`config.mk`:
```
export PLATFORM = sky130hd
export DESIGN_NAME = can_packet_fragmenter
export DESIGN_NICKNAME = d
export VERILOG_FILES = /design/src/hw/rtl/cpf_pkg.sv /design/src/hw/rtl/cpf_core.sv /design/src/hw/rtl/cpf_frame_queue.sv /design/src/hw/rtl/can_packet_fragmenter.sv
export SDC_FILE = /design/constraint.sdc
export NUM_CORES = 1
export LEC_CHECK = 0
export ABC_AREA = 1
export BUFFER_PORTS_ARGS = -buffer_cell sky130_fd_sc_hd__buf_4
export CAP_MARGIN = 15
export CORE_MARGIN = 1
export CORE_UTILIZATION = 30
export CTS_CLUSTER_SIZE = 14
export DETAILED_ROUTE_END_ITERATION = 10
export PLACE_DENSITY = 0.49
export RECOVER_POWER = 50
export SYNTH_ARGS = -nofsm -noshare
export SYNTH_HDL_FRONTEND = slang
export SYNTH_SLANG_ARGS = --single-unit
```
`constraint.sdc`:
```
create_clock -name clk -period 9.3 [get_ports clk]
set_input_delay 1.395 -clock clk [delete_from_list [all_inputs] [get_ports clk]]
set_output_delay 1.395 -clock clk [all_outputs]
set_load 0.1 [all_outputs]
```
`src/hw/rtl/cpf_pkg.sv`:
```
// Shared types, constants and the CRC-16 byte update for the CAN packet fragmenter.
// No dependencies; imported by every module of the block.
package cpf_pkg;

    // Packet length limit and derived counter width
    localparam int MAX_LEN = 512;
    localparam int CNT_W   = $clog2(MAX_LEN + 1);

    // Frame queue sizing
    localparam int QDEPTH = 4;
    localparam int QPTR_W = $clog2(QDEPTH);
    localparam int QCNT_W = $clog2(QDEPTH + 1);

    // Frame format constants
    localparam logic [15:0] CRC_POLY      = 16'h1021;
    localparam logic [7:0]  SENDER_OFS    = 8'd128;
    localparam logic [15:0] SHORT_OFS_MAX = 16'd252;
    localparam logic [15:0] SHORT_PKT_MAX = 16'd6;
    localparam logic [2:0]  CHUNK_SHORT   = 3'd7;
    localparam logic [2:0]  CHUNK_LONG    = 3'd6;
    localparam logic [3:0]  PROC_LEN      = 4'd6;

    // Register reset values
    localparam logic [7:0] RST_SENDER_ID      = 8'd0;
    localparam logic [7:0] RST_CODE_FILL      = 8'd5;
    localparam logic [7:0] RST_CODE_FILL_LONG = 8'd6;
    localparam logic [7:0] RST_CODE_PROCESS   = 8'd7;
    localparam logic [7:0] RST_CODE_SHORT     = 8'd8;

    // Register indexes
    typedef enum logic [2:0] {
        REG_SENDER_ID      = 3'd0,
        REG_CODE_FILL      = 3'd1,
        REG_CODE_FILL_LONG = 3'd2,
        REG_CODE_PROCESS   = 3'd3,
        REG_CODE_SHORT     = 3'd4
    } cfg_reg_t;

    typedef struct packed {
        logic [7:0] sender_id;
        logic [7:0] code_fill;
        logic [7:0] code_fill_long;
        logic [7:0] code_process;
        logic [7:0] code_short;
    } cfg_t;

    typedef struct packed {
        logic [7:0] data_byte;
        logic       last_byte;
        logic [7:0] dest_id;
        logic       send_flag;
    } in_item_t;

    typedef struct packed {
        logic [28:0] frame_id;
        logic [3:0]  frame_len;
        logic [7:0]  frame_b0;
        logic [7:0]  frame_b1;
        logic [7:0]  frame_b2;
        logic [7:0]  frame_b3;
        logic [7:0]  frame_b4;
        logic [7:0]  frame_b5;
        logic [7:0]  frame_b6;
        logic [7:0]  frame_b7;
        logic        run_end;
        logic        overflow;
    } frame_t;

    // Queue write strobes: a is the first frame of an item, b the second
    typedef struct packed {
        logic a;
        logic b;
    } push_t;

    typedef logic [7:0][7:0] fbytes_t;

    // CRC-16/XMODEM, one byte, MSB first
    function automatic logic [15:0] crc16_byte(input logic [15:0] crc, input logic [7:0] b);
        logic [15:0] c;
        c = crc ^ {b, 8'h00};
        for (int i = 0; i < 8; i++)
        begin
            c = c[15] ? ({c[14:0], 1'b0} ^ CRC_POLY) : {c[14:0], 1'b0};
        end
        return c;
    endfunction

endpackage

```
`src/hw/rtl/cpf_core.sv`:
```
// Packet state and frame builder: input register, per-packet counters, chunk buffer, CRC.
// Depends on cpf_pkg. Produces up to two frames per byte for the frame queue.
module cpf_core
    import cpf_pkg::*;
(
    input  logic     clk,
    input  logic     rst_n,
    input  logic     in_valid,
    output logic     in_stall,
    input  in_item_t in_data,
    input  cfg_t     cfg,
    input  logic     q_room,
    output push_t    push,
    output frame_t   frame_a,
    output frame_t   frame_b
);

    // Input register
    logic       in_valid_reg;
    in_item_t   item_reg;

    // Packet state
    logic [CNT_W-1:0] byte_count_reg;
    logic [2:0]       chunk_fill_reg;
    logic [15:0]      crc_reg;
    logic [7:0]       held_dest_reg;
    logic             held_send_reg;
    logic             dropped_reg;
    logic [7:0]       chunk_reg [CHUNK_SHORT];

    logic             go;
    logic             first;
    logic [7:0]       dest_cur;
    logic             send_cur;
    logic             kept;
    logic [CNT_W-1:0] start;
    logic [15:0]      start16;
    logic             long_ofs;
    logic [2:0]       cf1;
    logic [CNT_W-1:0] bc1;
    logic [15:0]      bc16;
    logic [15:0]      crc1;
    logic             drop1;
    logic [7:0]       cm [CHUNK_SHORT];
    logic             cap_hit;
    logic             is_last;
    logic             short_pkt;
    logic             has_flush;
    fbytes_t          fill_b;
    fbytes_t          fin_b;
    logic [3:0]       fill_len;
    logic [3:0]       fin_len;
    logic [7:0]       fill_code;
    logic [7:0]       fin_code;
    frame_t           fill_frame;
    frame_t           fin_frame;

    function automatic frame_t make_frame(input logic [7:0] dest, input logic [7:0] code,
                                          input logic [3:0] len, input fbytes_t b,
                                          input logic ovf, input logic rend);
        frame_t f;
        f.frame_id  = {13'd0, code, dest};
        f.frame_len = len;
        f.frame_b0  = b[0];
        f.frame_b1  = b[1];
        f.frame_b2  = b[2];
        f.frame_b3  = b[3];
        f.frame_b4  = b[4];
        f.frame_b5  = b[5];
        f.frame_b6  = b[6];
        f.frame_b7  = b[7];
        f.run_end   = rend;
        f.overflow  = ovf;
        return f;
    endfunction

    // Handshake: a held item moves on whenever the queue has room for two frames
    assign go       = in_valid_reg && q_room;
    assign in_stall = in_valid_reg && !q_room;

    // Per-byte update
    always_comb
    begin
        first    = (byte_count_reg == '0);
        dest_cur = first ? item_reg.dest_id : held_dest_reg;
        send_cur = first ? item_reg.send_flag : held_send_reg;
        kept     = (byte_count_reg < CNT_W'(MAX_LEN));
        start    = byte_count_reg - CNT_W'(chunk_fill_reg);
        start16  = 16'(start);
        long_ofs = (start16 > SHORT_OFS_MAX);
        cf1      = kept ? (chunk_fill_reg + 3'd1) : chunk_fill_reg;
        bc1      = kept ? (byte_count_reg + CNT_W'(1)) : byte_count_reg;
        bc16     = 16'(bc1);
        crc1     = kept ? crc16_byte(crc_reg, item_reg.data_byte) : crc_reg;
        drop1    = dropped_reg || !kept;
        for (int i = 0; i < CHUNK_SHORT; i++)
        begin
            cm[i] = (kept && chunk_fill_reg == 3'(i)) ? item_reg.data_byte : chunk_reg[i];
        end
        cap_hit   = kept && (long_ofs ? (cf1 == CHUNK_LONG) : (cf1 == CHUNK_SHORT));
        is_last   = item_reg.last_byte;
        short_pkt = (bc16 <= SHORT_PKT_MAX);
        has_flush = cap_hit || (is_last && !short_pkt && cf1 != 3'd0);
    end

    // Fill frame: offset header then the chunk
    always_comb
    begin
        fill_b = '0;
        if (!long_ofs)
        begin
            fill_b[0] = start16[7:0];
            for (int i = 0; i < 7; i++)
            begin
                if (3'(i) < cf1)
                    fill_b[1 + i] = cm[i];
            end
            fill_len  = {1'b0, cf1} + 4'd1;
            fill_code = cfg.code_fill;
        end
        else
        begin
            fill_b[0] = start16[15:8];
            fill_b[1] = start16[7:0];
            for (int i = 0; i < 6; i++)
            begin
                if (3'(i) < cf1)
                    fill_b[2 + i] = cm[i];
            end
            fill_len  = {1'b0, cf1} + 4'd2;
            fill_code = cfg.code_fill_long;
        end
    end

    // Closing frame: short packet or process frame
    always_comb
    begin
        fin_b    = '0;
        fin_b[0] = cfg.sender_id + SENDER_OFS;
        fin_b[1] = {7'd0, send_cur};
        if (short_pkt)
        begin
            for (int i = 0; i < 6; i++)
            begin
                if (3'(i) < cf1)
                    fin_b[2 + i] = cm[i];
            end
            fin_len  = {1'b0, bc1[2:0]} + 4'd2;
            fin_code = cfg.code_short;
        end
        else
        begin
            fin_b[2] = bc16[15:8];
            fin_b[3] = bc16[7:0];
            fin_b[4] = crc1[15:8];
            fin_b[5] = crc1[7:0];
            fin_len  = PROC_LEN;
            fin_code = cfg.code_process;
        end
    end

    // Frame selection toward the queue
    always_comb
    begin
        fill_frame = make_frame(dest_cur, fill_code, fill_len, fill_b, drop1, !is_last);
        fin_frame  = make_frame(dest_cur, fin_code, fin_len, fin_b, drop1, 1'b1);
        frame_a    = has_flush ? fill_frame : fin_frame;
        frame_b    = fin_frame;
        push.a     = go && (has_flush || is_last);
        push.b     = go && has_flush && is_last;
    end

    // Input register
    always_ff @(posedge clk or negedge rst_n)
    begin
        if (!rst_n)
            in_valid_reg <= 1'b0;
        else if (!in_stall)
            in_valid_reg <= in_valid;
    end

    always_ff @(posedge clk)
    begin
        if (in_valid && !in_stall)
            item_reg <= in_data;
    end

    // Packet state
    always_ff @(posedge clk or negedge rst_n)
    begin
        if (!rst_n)
        begin
            byte_count_reg <= '0;
            chunk_fill_reg <= '0;
            crc_reg        <= '0;
            held_dest_reg  <= '0;
            held_send_reg  <= 1'b0;
            dropped_reg    <= 1'b0;
        end
        else if (go)
        begin
            held_dest_reg  <= dest_cur;
            held_send_reg  <= send_cur;
            byte_count_reg <= is_last ? '0 : bc1;
            chunk_fill_reg <= (is_last || cap_hit) ? 3'd0 : cf1;
            crc_reg        <= is_last ? 16'd0 : crc1;
            dropped_reg    <= is_last ? 1'b0 : drop1;
        end
    end

    // Chunk buffer, written at the current fill position
    always_ff @(posedge clk)
    begin
        if (go && kept)
            chunk_reg[chunk_fill_reg] <= item_reg.data_byte;
    end

    // Checks
    a_last_clears: assert property (@(posedge clk) disable iff (!rst_n)
        go && item_reg.last_byte |=> byte_count_reg == '0 && chunk_fill_reg == 3'd0)
        else $error("packet state not cleared after last byte");
    a_chunk_bound: assert property (@(posedge clk) disable iff (!rst_n)
        chunk_fill_reg < CHUNK_SHORT)
        else $error("chunk not flushed at capacity");
    a_count_bound: assert property (@(posedge clk) disable iff (!rst_n)
        byte_count_reg <= CNT_W'(MAX_LEN))
        else $error("byte count beyond limit");

endmodule

```
`src/hw/rtl/cpf_frame_queue.sv`:
```
// Four-entry frame queue: takes up to two frames a cycle, hands one out a cycle when not stalled.
// Depends on cpf_pkg.
module cpf_frame_queue
    import cpf_pkg::*;
(
    input  logic   clk,
    input  logic   rst_n,
    input  push_t  push,
    input  frame_t frame_a,
    input  frame_t frame_b,
    output logic   room,
    output logic   out_valid,
    input  logic   out_stall,
    output frame_t out_data
);

    frame_t              mem_reg [QDEPTH];
    logic [QPTR_W-1:0]   wr_ptr_reg;
    logic [QPTR_W-1:0]   rd_ptr_reg;
    logic [QCNT_W-1:0]   count_reg;
    logic [QPTR_W-1:0]   wr_ptr_next;
    logic [QCNT_W-1:0]   count_next;
    logic [QCNT_W-1:0]   n_push;
    logic                pop;

    // Occupancy and pointers
    always_comb
    begin
        room        = (count_reg <= QCNT_W'(QDEPTH - 2));
        out_valid   = (count_reg != '0);
        out_data    = mem_reg[rd_ptr_reg];
        pop         = out_valid && !out_stall;
        n_push      = QCNT_W'(push.a) + QCNT_W'(push.b);
        wr_ptr_next = wr_ptr_reg + QPTR_W'(n_push);
        count_next  = count_reg + n_push - QCNT_W'(pop);
    end

    always_ff @(posedge clk or negedge rst_n)
    begin
        if (!rst_n)
        begin
            wr_ptr_reg <= '0;
            rd_ptr_reg <= '0;
            count_reg  <= '0;
        end
        else
        begin
            wr_ptr_reg <= wr_ptr_next;
            count_reg  <= count_next;
            if (pop)
                rd_ptr_reg <= rd_ptr_reg + QPTR_W'(1);
        end
    end

    // Storage
    always_ff @(posedge clk)
    begin
        if (push.a)
            mem_reg[wr_ptr_reg] <= frame_a;
        if (push.b)
            mem_reg[wr_ptr_reg + QPTR_W'(1)] <= frame_b;
    end

    // Checks
    a_no_overfill: assert property (@(posedge clk) disable iff (!rst_n)
        push.a |-> count_reg <= QCNT_W'(QDEPTH - 2))
        else $error("frame pushed without room");
    a_pair_order: assert property (@(posedge clk) disable iff (!rst_n)
        push.b |-> push.a)
        else $error("second frame pushed without first");
    a_ptr_match: assert property (@(posedge clk) disable iff (!rst_n)
        count_reg[QPTR_W-1:0] == QPTR_W'(wr_ptr_reg - rd_ptr_reg))
        else $error("queue count and pointers disagree");

endmodule

```
`src/hw/rtl/can_packet_fragmenter.sv`:
```
// CAN packet fragmenter top level: configuration registers, packet core and frame queue.
// An accepted byte waits in the input register until the four-entry queue has room for it.
// Throughput: one byte per cycle while the queue has room; a byte that closes a long
// packet with an open chunk makes two frames, which leave one per cycle unless stalled.
// Reset (rst_n low, asynchronous) empties the queue, clears packet state and loads the
// default command codes; the chunk buffer and queue storage are not cleared.
module can_packet_fragmenter
    import cpf_pkg::*;
(
    input  logic     clk,
    input  logic     rst_n,
    input  logic     in_valid,
    output logic     in_stall,
    input  in_item_t in_data,
    output logic     out_valid,
    input  logic     out_stall,
    output frame_t   out_data,
    input  logic     cfg_we,
    input  logic [2:0] cfg_addr,
    input  logic [7:0] cfg_wdata
);

    cfg_t   cfg_reg;
    logic   q_room;
    push_t  push;
    frame_t frame_a;
    frame_t frame_b;

    // Configuration registers
    always_ff @(posedge clk or negedge rst_n)
    begin
        if (!rst_n)
        begin
            cfg_reg.sender_id      <= RST_SENDER_ID;
            cfg_reg.code_fill      <= RST_CODE_FILL;
            cfg_reg.code_fill_long <= RST_CODE_FILL_LONG;
            cfg_reg.code_process   <= RST_CODE_PROCESS;
            cfg_reg.code_short     <= RST_CODE_SHORT;
        end
        else if (cfg_we)
        begin
            case (cfg_reg_t'(cfg_addr))
                REG_SENDER_ID:      cfg_reg.sender_id      <= cfg_wdata;
                REG_CODE_FILL:      cfg_reg.code_fill      <= cfg_wdata;
                REG_CODE_FILL_LONG: cfg_reg.code_fill_long <= cfg_wdata;
                REG_CODE_PROCESS:   cfg_reg.code_process   <= cfg_wdata;
                REG_CODE_SHORT:     cfg_reg.code_short     <= cfg_wdata;
                default:            ;
            endcase
        end
    end

    // Packet core
    cpf_core u_core (
        .clk      (clk),
        .rst_n    (rst_n),
        .in_valid (in_valid),
        .in_stall (in_stall),
        .in_data  (in_data),
        .cfg      (cfg_reg),
        .q_room   (q_room),
        .push     (push),
        .frame_a  (frame_a),
        .frame_b  (frame_b)
    );

    // Frame queue
    cpf_frame_queue u_queue (
        .clk       (clk),
        .rst_n     (rst_n),
        .push      (push),
        .frame_a   (frame_a),
        .frame_b   (frame_b),
        .room      (q_room),
        .out_valid (out_valid),
        .out_stall (out_stall),
        .out_data  (out_data)
    );

endmodule
```
* After elaboration in Yosys (flattened, before gate mapping)
Memory sizes are Yosys's and may differ from the RTL's.
Cells that the tools add are included.
** Word-level totals
- Memories :: 2
- Input bits :: 34
- Bits in writable memories :: 400
- Register bits :: 105
- Logic and storage cells :: 150
** Operators by class
- Eq/ne operators :: 12
- Order comparisons :: 11
- Mux-type cells :: 46
- Reductions and logical operators :: 38
- Bitwise logic cells :: 9
- Add/sub/neg operators :: 13
** Memories
- u_queue.mem_reg :: depth 4, width 86, read ports 1, clocked after memory_dff 0, wr ports 2, RTL line cpf_frame_queue.sv:17 : frame_t mem_reg [QDEPTH];
- u_core.chunk_reg :: depth 7, width 8, read ports 7, clocked after memory_dff 0, wr ports 1, RTL line cpf_core.sv:29 : logic [7:0] chunk_reg [CHUNK_SHORT];
** Operators with widths (count)
- 8-bit two-way mux :: 17
- 13-bit two-way mux :: 8
- 86-bit two-way mux :: 1
- 64-bit two-way mux :: 1
- 16-bit two-way mux :: 3
- 32-bit two-way mux :: 1
- 3-bit NOT :: 8
- 10-bit two-way mux :: 2
- 3-bit == test (second input constant) :: 6
- 1-bit logical AND :: 18
- 16-bit bitwise XOR :: 1
- 3-bit by 2-bit == test with 1-bit output (second input constant) :: 4
- 10-bit by 1-bit adder with 10-bit output (second input constant) :: 1
- 10-bit by 8-bit > comparator with 1-bit output (second input constant) :: 1
- 10-bit by 3-bit <= comparator with 1-bit output (second input constant) :: 1
- 10-bit zero test :: 1
- 10-bit less-than comparator (second input constant) :: 1
- 2-bit AND reduction :: 5
- 10-bit by 3-bit subtractor with 10-bit output :: 1
- 3-bit less-than comparator (first input constant) :: 3
- 1-bit two-way mux :: 9
- 3-bit by 2-bit adder with 4-bit output (second input constant) :: 2
- 8-bit adder (second input constant) :: 1
- 4-bit two-way mux :: 2
- 16 further kinds :: 31

* Logic depth before layout (Yosys ltp)
Gate-level depths: netlist (run 1).
- Depth after elaboration :: 20
- Depth in mapped cells :: 26

* Modules after synthesis
From an unflattened synthesis (run 1), not the netlist that was laid out.
** Second synthesis, totals
- Cell total of the unflattened synthesis :: 3782
- Area, all modules :: 30681.9 um^2
** By module, submodules not included
- cpf_frame_queue :: instances 1, cells each 2292, area each 20139.3 um^2, sequential area each 12066.6 um^2
- cpf_core :: instances 1, cells each 1308, area each 8874.8 um^2, sequential area each 3223.1 um^2
- can_packet_fragmenter :: instances 1, cells each 182, area each 1667.8 um^2, sequential area each 1011.0 um^2

* Worst setup path after synthesis (run 1)
No wires, ideal clock.
- Path type :: register -> register
- Start :: register u_core.byte_count_reg[0]
- End :: memory u_queue.mem_reg[3][0] (netlist bit), enable pin
- Slack :: 4.513 ns
- Arrival time :: 4.349 ns
- Cell stages (with the launch flop) :: 19
- Path buffers :: 3
- Setup time :: 0.438 ns
- Required time :: 8.862 ns
- Path through :: dfrtp_1 inv_1 ha_1 inv_1 fa_1 nand2_1 nand2_1 nor2_1 xor2_1 nor2_1 nand2_1 nand2_1 nand3_2 nand2_2 buf_6 nand4_4 buf_6 buf_2 nand2_1
** RTL lines
- start, declared :: RTL line cpf_core.sv:23 : logic [CNT_W-1:0] byte_count_reg;
- start signal, assigned :: RTL line cpf_core.sv:204 : byte_count_reg <= is_last ? '0 : bc1;
- end, declared :: RTL line cpf_frame_queue.sv:17

==> metrics.txt, run 1 <==
status=finished with violations; violated checks=capacitance limit, slew limit; WL per Instance=21.27 µm; layout cell share with drive strength beyond 1=5.634%; DR iter-0 viols=2060; compound-cell area share of the yosys netlist=15.42%; Worst Max-Slew Pin Slew=3255 ps; die area=0.08996 mm²; Placeable Area=0.08729 mm²; gr usage total=20.42%; largest net degree at the start of global routing=95; CTS tree=yes; CP Capture Point=out_data[57]; area delta synth->final=11.98%; Final period util=79.55%; final setup TNS=0 ps; postcts setup bufs=0; max_cap viols=6; hold_sp=u_queue.mem_reg[2][1]; Critical path origin=u_queue.rd_ptr_reg[0]; IO Count=135; Worst R2R Path Depth=14; final setup violation count=0; syn_area_per_cell=8.351 µm²; vias in the first global route=20800; R2R Setup Slk=1920 ps; Final #Nets=3262; Post-DP Area=0.02837 mm²; max reg flops=344; Root Buffer=clkbuf_16; CP startpoint kind=flip-flop; crit-path max cell delay=1810 ps; Slew Limit Fails=243; simple-gate share of the synthesized area=21.17%; cell count after synthesis=3189; Critical Path End Type=primary output; Die Y=299.9 µm; Post-Layout Cell Count=4403; R2R Path Start=u_core.byte_count_reg[9]; routed wire length=93.63 mm; Synth cell types=42; DP Cell Count=4298; GPL Wtd Cong=0.9217; Detail Placement HPWL=60.51 mm; initial core utilization=30.51%; total number of vias=22440; post-synthesis xor/xnor area fraction=0.8504%; clock tree buffer depth=3; multiplexer share of the synthesized area=0.3007%; Crit path top cell by count=a21oi_1; register area share after synthesis=54.14%; Syn Std Cell Area=0.02663 mm²; Achievable Freq=135.2 MHz; post-synthesis adder-cell area fraction=1.325%; die width=299.9 µm; largest family of logic cells by synthesized area=simple AND/OR/NAND/NOR gates; antenna viol nets, final=0; Setup CP Type=reg2out; first-pass GRT wire length=139.0 mm; number of synthesized register bits=505; clk sinks=505; Hold WS=466.5 ps; worst reg2reg endpoint=u_queue.mem_reg[2][16]; CP Cell Sequence=clkinvlp_2 > buf_4 > o21ai_0 > a21oi_1 > a21oi_1 > clkbuf_1; crit path max fanout=75; number of hold buffers added after cts=0; fin crit period=7398 ps; DR pass1 iterations=6; Antenna Cells=0; Final Skew=22.17 ps; Worst EP arrival=6000 ps; Hold Path Class=reg2reg; RSZ-0062 raised after global routing=no; worst-skew pair later-pin latency=620 ps; antenna violations before repair=1; H-Tree Depth=2; Crit-path slowest cell=clkinvlp_2; Final Hold Violating Endpoints=0; CTS Buf Count=56; DR vias/cell=5.097; DR DRC count=0; post-cts resize count=0; Critical Path RT=7910 ps; overflow left after global routing=0; Yosys warnings=0; Clock Pin Slew Worst Setup and Hold Paths=60 ps; post-route cell area=0.02982 mm²; num rows=108; relative slew slack=-117.0%; IO buf count=121
per-stage QoR:
stage	setup WS [ps]	util (%)
2_1_floorplan	4513	-
3_3_place_gp	3235	32.49
3_5_place_dp	3179	32.50
4_1_cts	3148	34.61
5_1_grt	1351	34.16
6_report	1902	34.16
cell families (layout without fill, tap and decap cells):
group	after synthesis	after routing
fa+ha+maj	27	27
simple gates	1397	1397
xor+xnor	25	25
flops	505	505
mux	8	8
other cells	1	13
compound gates	792	792
buf+inv	434	481
placed cells by master (no fill, tap or decap), types with 17 or more instances in the layout:
| master | Yosys | layout |
|---|---|---|
| inv_1 | 213 | 213 |
| clkbuf_1 | 117 | 114 |
| nor3_1 | 20 | 20 |
| nor2_1 | 331 | 331 |
| nand3_1 | 116 | 116 |
| clkbuf_4 | 0 | 17 |
| nand2_1 | 889 | 885 |
| ha_1 | 25 | 25 |
| clkbuf_16 | 0 | 58 |
| dfxtp_1 | 32 | 32 |
| buf_4 | 18 | 44 |
| o21ai_1 | 104 | 78 |
| o21ai_0 | 503 | 529 |
| dfrtp_1 | 79 | 78 |
| a21oi_1 | 83 | 83 |
| o22ai_1 | 94 | 94 |
| edfxtp_1 | 386 | 386 |
cell usage after synthesis, drive strengths merged:
library cell / n / area share (%)
or2: 2 / 0.047
dfstp: 8 / 0.79
dfrtp: 79 / 7.4
inv: 214 / 3.0
nand3: 118 / 2.3
conb: 1 / 0.014
clkinv: 4 / 0.056
xnor2: 11 / 0.36
buf: 99 / 2.1
nor2: 342 / 5.1
nand4: 9 / 0.38
fa: 2 / 0.15
xor2: 14 / 0.49
clkbuf: 117 / 1.6
dfxtp: 32 / 2.4
o21bai: 2 / 0.056
nand2: 895 / 13
o21ai: 607 / 11
nand3b: 9 / 0.25
o21a: 3 / 0.085
edfxtp: 386 / 44
o22ai: 94 / 2.2
mux2i: 8 / 0.30
nor3: 21 / 0.41
nor4: 1 / 0.024
a21oi: 83 / 1.6
a22o: 3 / 0.099
ha: 25 / 1.2
worst max-delay path, delay by kind of cell (launching register included):
kind,cells,cell delay (ps)
AO/OA/AOI/OAI,3,510
flip-flops,1,1210
buffers and inverters,3,3540
per-layer routing:
metal	part of all wire (%)	GRT usage [%]
met1	47	30.36
met2	44	30.75
met3	6.8	2.666
met4	2.7	5.916
met5	0	0
final cells by class:
| type | count | area [µm²] |
|---|---|---|
| Timing Repair Buffer | 158 | 822.0 |
| Clock inverter | 26 | 272.8 |
| Inverter | 218 | 819.5 |
| Fill cell | 9220 | 57470 |
| Sequential cell | 505 | 14420 |
| Tap cell | 1155 | 1445 |
| Multi-Input combinational cell | 2262 | 10470 |
| Clock buffer | 79 | 1570 |
worst min path at each step:
stage                                  endpoint  slack (ps)  depth (start not counted)
after CTS                 u_queue.mem_reg[1][1]         470                          2
after detailed placement  u_queue.mem_reg[2][1]         450                          2
after global placement    u_queue.mem_reg[2][1]         460                          2
final                     u_queue.mem_reg[2][1]         470                          2
after global routing                cfg_reg[31]         500                          2
after floorplan           u_queue.mem_reg[1][1]         440                          2
Power of run 1 is not shown: default switching activity piles up to over one toggle a cycle in this logic, so the estimate is an artifact.
==> inputs of run 2 (changes only) <==
- ABC_AREA: 1 -> 0
- PLACE_DENSITY: 0.49 -> 0.51
- clock period: 9.3 -> 6 ns (I/O delays scaled with it)
==> metrics.txt, run 2 <==
Hold Path Class=reg2reg; combinational share of power=52.4%; Setup CP Type=reg2reg; fraction of registers with async set/reset=17.23%; DR iter-0 viols=1428; status=finished with violations; die width=291.5 µm; Synth area leader=edfxtp_1; Max IR drop VDD=0.0005153 V; die area=0.08495 mm²; Die Y=291.5 µm; IO buf count=121; syn_area_per_cell=12.84 µm²; Worst EP arrival=5760 ps; Detail Placement HPWL=50.81 mm; Slew Limit Fails=131; top cell type's share of synthesized area=46.11%; CTS tree=yes; WL per Instance=25.17 µm; routed wire length=79.39 mm; relative slew slack=-53.39%; DR vias/cell=5.515; Final period util=90.71%; final setup violation count=0; Critical Path RT=6320 ps; IO Count=135; most common cell in the synthesized netlist=edfxtp_1; CTS Buf Count=54; vias in the first global route=17820; Clock Pin Slew Worst Setup and Hold Paths=60 ps; crit path max fanout=25; RSZ-0062 raised after global routing=no; Tot Pwr=17710 µW; postcts setup bufs=0; antenna violations before repair=1; Synth cell types=69; num rows=105; initial core utilization=30.47%; max_cap viols=4; GPL Wtd Cong=0.8883; Sw Pwr=8726 µW; post-cts resize count=0; DR DRC count=0; Top FF cell, synth=edfxtp_1; Final Hold Violating Endpoints=0; Net Sw Frac=49.28%; overflow left after global routing=0; Achievable Freq=183.7 MHz; DR pass1 iterations=5; register area share after synthesis=57.36%; H-Tree Depth=2; Commonest cells post-synth=edfxtp_1, o22ai_1, nand2_1; P_int=8980 µW; Pleak=0.009853 µW; power per cell area=615.7 mW/mm²; Fillers=8032; antenna viol nets, final=0; worst-skew pair later-pin latency=620 ps; first-pass GRT wire length=118.2 mm; Antenna Cells=0; clock power share=19.5%; Final Skew=32.34 ps; clock tree buffer depth=3; gr usage total=18.41%; violated checks=capacitance limit, slew limit; sequential share of power=28.1%; Yosys warnings=0; Critical Path End Type=flip-flop; cell count after synthesis=1958; largest net degree at the start of global routing=69; number of hold buffers added after cts=0; EDFF count, synth=386; Syn Std Cell Area=0.02514 mm²; top post-synthesis cells by area=edfxtp_1, dfrtp_1, mux4_2; max reg flops=344; Root Buffer=clkbuf_16; layout cell share with drive strength beyond 1=18.95%; number of synthesized register bits=505; most common cell after layout, fill and taps aside=edfxtp_1; Placeable Area=0.08250 mm²; Worst Max-Slew Pin Slew=2301 ps; final setup TNS=0 ps; CP startpoint kind=flip-flop; clk sinks=505; area delta synth->final=14.40%; Final #Nets=2100; fin crit period=5442 ps; total number of vias=17400; most frequent cells in the layout=edfxtp_1, o22ai_1, nand2_1
-- run 2: routing by layer --
| metal | part of all wire, % | track usage [%] | vias up | wire [µm] |
|---|---|---|---|---|
| met4 | 2.0 | 4.544 | 2 | 1583 |
| met1 | 43 | 24.49 | 8901 | 33740 |
| met5 | 0.015 | 0 | - | 12 |
| met2 | 49 | 31.13 | 651 | 39050 |
| met3 | 6.3 | 3.031 | 106 | 5000 |
| li1 | - | - | 7735 | - |
-- run 2: through the flow --
step | area [µm²] | std cells | utilization [%] | setup WS (ps) | hold WS (ps)
finish | 28760 | 3154 | 34.85 | 557.5 | 453.8
global route | 28760 | 3154 | 34.85 | 307.0 | 457.1
CTS | 29180 | 3154 | 35.37 | 925.8 | 257.9
detailed placement | 27350 | 3053 | 33.15 | 972.3 | 445.8
global placement | 27350 | 3053 | 33.15 | 1060 | 440.5
floorplan | 25180 | 1970 | - | 1016 | 433.1
-- run 2: power groups by stage --
stage | sequential, µW | combinational [µW] | clock (µW)
finish | 4980 | 9280 | 3450
floorplan | 4700 | 7280 | 0
CTS | 4980 | 9650 | 3520
global placement | 5030 | 9580 | 0
detailed placement | 5050 | 9620 | 0
global route | 5060 | 9790 | 3630
-- run 2: final timing paths --
path	start	endpoint	slack [ps]	depth (start not counted)
max reg2reg	u_core.byte_count_reg[9]	u_queue.mem_reg[2][48]	560	13
min	u_queue.mem_reg[2][56]	u_queue.mem_reg[2][56]	450	2
min in group asynchronous	rst_n	cfg_reg[21]	970	1
max in group asynchronous	rst_n	u_core.crc_reg[7]	3330	2
max	u_core.byte_count_reg[9]	u_queue.mem_reg[2][48]	560	13
min reg2reg	u_queue.mem_reg[2][56]	u_queue.mem_reg[2][56]	450	2
-- run 2: worst max-delay path, stage by stage, from the launching register on --
cell and delay, ps:
dfrtp_1 590, clkinv_1 100, clkbuf_1 1090, nand2_1 110, o32a_1 250, o31a_1 120
buf_4 200, o21ai_0 890, buf_4 360, a21oi_1 110, clkbuf_1 460, a21oi_2 290
buf_4 370, o22ai_1 160
-- run 2: layout make-up --
class | count | area, µm² | area share [%]
inverters | 26 | 102.6 | 0.3568
well taps | 1070 | 1339 | 4.656
clock inverters | 34 | 339.1 | 1.179
repair buffers | 182 | 1044 | 3.629
flip-flops and latches | 505 | 14420 | 50.15
multi-input cells | 1270 | 10020 | 34.84
clock buffers | 67 | 1491 | 5.186
-- run 2: cell families after synthesis --
kind of cell / after synthesis / synth area share (%)
flip-flops: 505 / 57.36
AO/OA/AOI/OAI: 471 / 12.12
AND/OR/NAND/NOR: 396 / 6.819
multiplexers: 314 / 17.28
buffers and inverters: 195 / 3.295
XOR/XNOR: 49 / 1.707
adder cells (fa/ha/maj): 27 / 1.404
other: 1 / 0.01492
(Power assumes the default switching activity.)
==> inputs of run 3 (changes only) <==
- CORE_UTILIZATION: 30 -> 42
- PLACE_DENSITY: 0.51 -> 0.65
==> metrics.txt, run 3 (same netlist as run 2, synthesis figures left out) <==
status=finished with violations; violated checks=DRC, capacitance limit, slew limit; largest net degree at the start of global routing=69; routed wire length=73.41 mm; max_cap viols=3; postcts setup bufs=0; CTS Buf Count=51; Final #Nets=2096; gr usage total=24.16%; fin crit period=5348 ps; clk sinks=505; Die Y=246.6 µm; Detail Placement HPWL=46.47 mm; num rows=89; Final period util=89.13%; initial core utilization=42.51%; setup slack at placement=1055 ps; area delta synth->final=12.32%; IO Count=135; die area=0.06083 mm²; Critical Path RT=6290 ps; antenna viol nets, final=0; CP startpoint kind=flip-flop; crit path max fanout=61; H-Tree Depth=2; RSZ-0062 raised after global routing=no; post-cts resize count=0; CTS tree=yes; DR iter-0 viols=1871; Final Hold Violating Endpoints=0; vias in the first global route=17550; Multi-input gate area=0.009997 mm²; total number of vias=17540; Slew Limit Fails=80; Post-DP Area=0.02700 mm²; Final Skew=24.41 ps; final worst slack=652.1 ps; Achievable Freq=187.0 MHz; Worst EP arrival=5630 ps; worst-skew pair later-pin latency=620 ps; GPL Wtd Cong=0.8947; layout cell share with drive strength beyond 1=19.66%; final setup TNS=0 ps; post-route cell area=0.02823 mm²; antenna violations before repair=0; IO buf count=121; DR DRC count=10; DR pass1 iterations=8; DR vias/cell=6.158; sequential cell area=0.01442 mm²; most frequent cells in the layout=edfxtp_1, o22ai_1, nand2_1; WL per Instance=25.78 µm; first-pass GRT wire length=110.2 mm; Clock Pin Slew Worst Setup and Hold Paths=70 ps; Setup CP Type=reg2reg; Worst Max-Slew Pin Slew=2463 ps; final setup violation count=0; Hold Path Class=reg2reg; relative slew slack=-64.17%; Fillers=5205; Critical Path End Type=flip-flop; Util after Layout=47.75%; Placeable Area=0.05913 mm²; max reg flops=344; Antenna Cells=0; most common cell after layout, fill and taps aside=edfxtp_1; number of hold buffers added after cts=0; overflow left after global routing=0; clock tree buffer depth=3; die width=246.6 µm; Root Buffer=clkbuf_16
-- run 3: layer usage --
layer | GRT usage [%] | vias to the layer above | share of wire [%]
met3 | 3.954 | 118 | 8.5
li1 | - | 7740 | -
met2 | 39.04 | 873 | 48
met5 | 0 | - | 0
met1 | 33.10 | 8807 | 41
met4 | 7.934 | 0 | 2.6
-- run 3: cell type report --
class | count | share of cell area (%)
Clock buffer | 75 | 5.092
Clock inverter | 18 | 0.6337
Inverter | 26 | 0.3634
Multi-Input combinational cell | 1270 | 35.41
Sequential cell | 505 | 51.08
Tap cell | 773 | 3.426
Timing Repair Buffer | 181 | 3.993
-- run 3: through the flow --
step | cells | hold slack (ps)
2_1_floorplan | 1970 | 433.1
3_3_place_gp | 2754 | 439.8
3_5_place_dp | 2754 | 446.4
4_1_cts | 2847 | 205.1
5_1_grt | 2848 | 466.5
6_report | 2848 | 454.8
-- run 3: worst paths after layout --
| kind | from | endpoint | slack (ps) | depth (start not counted) |
|---|---|---|---|---|
| setup / recovery | u_core.byte_count_reg[9] | u_queue.mem_reg[2][28] | 650 | 12 |
| hold reg to reg | u_queue.mem_reg[3][52] | u_queue.mem_reg[3][52] | 450 | 2 |
| hold / removal | u_queue.mem_reg[3][52] | u_queue.mem_reg[3][52] | 450 | 2 |
| min in group asynchronous | rst_n | cfg_reg[21] | 710 | 1 |
| setup reg to reg | u_core.byte_count_reg[9] | u_queue.mem_reg[2][28] | 650 | 12 |
| max in group asynchronous | rst_n | u_queue.rd_ptr_reg[1] | 3610 | 2 |
-- run 3: worst max-delay path, cell delays in order, from the launching register on --
cell	delay, ps
dfrtp_1	770
clkbuf_1	900
nand4b_1	270
xnor2_1	180
a311o_1	440
a2111oi_4	370
o32a_1	590
a21oi_1	160
buf_4	230
nor2_1	130
buf_4	190
clkinv_2	330
buf_12	350
Power of run 3 is left out for the same reason.
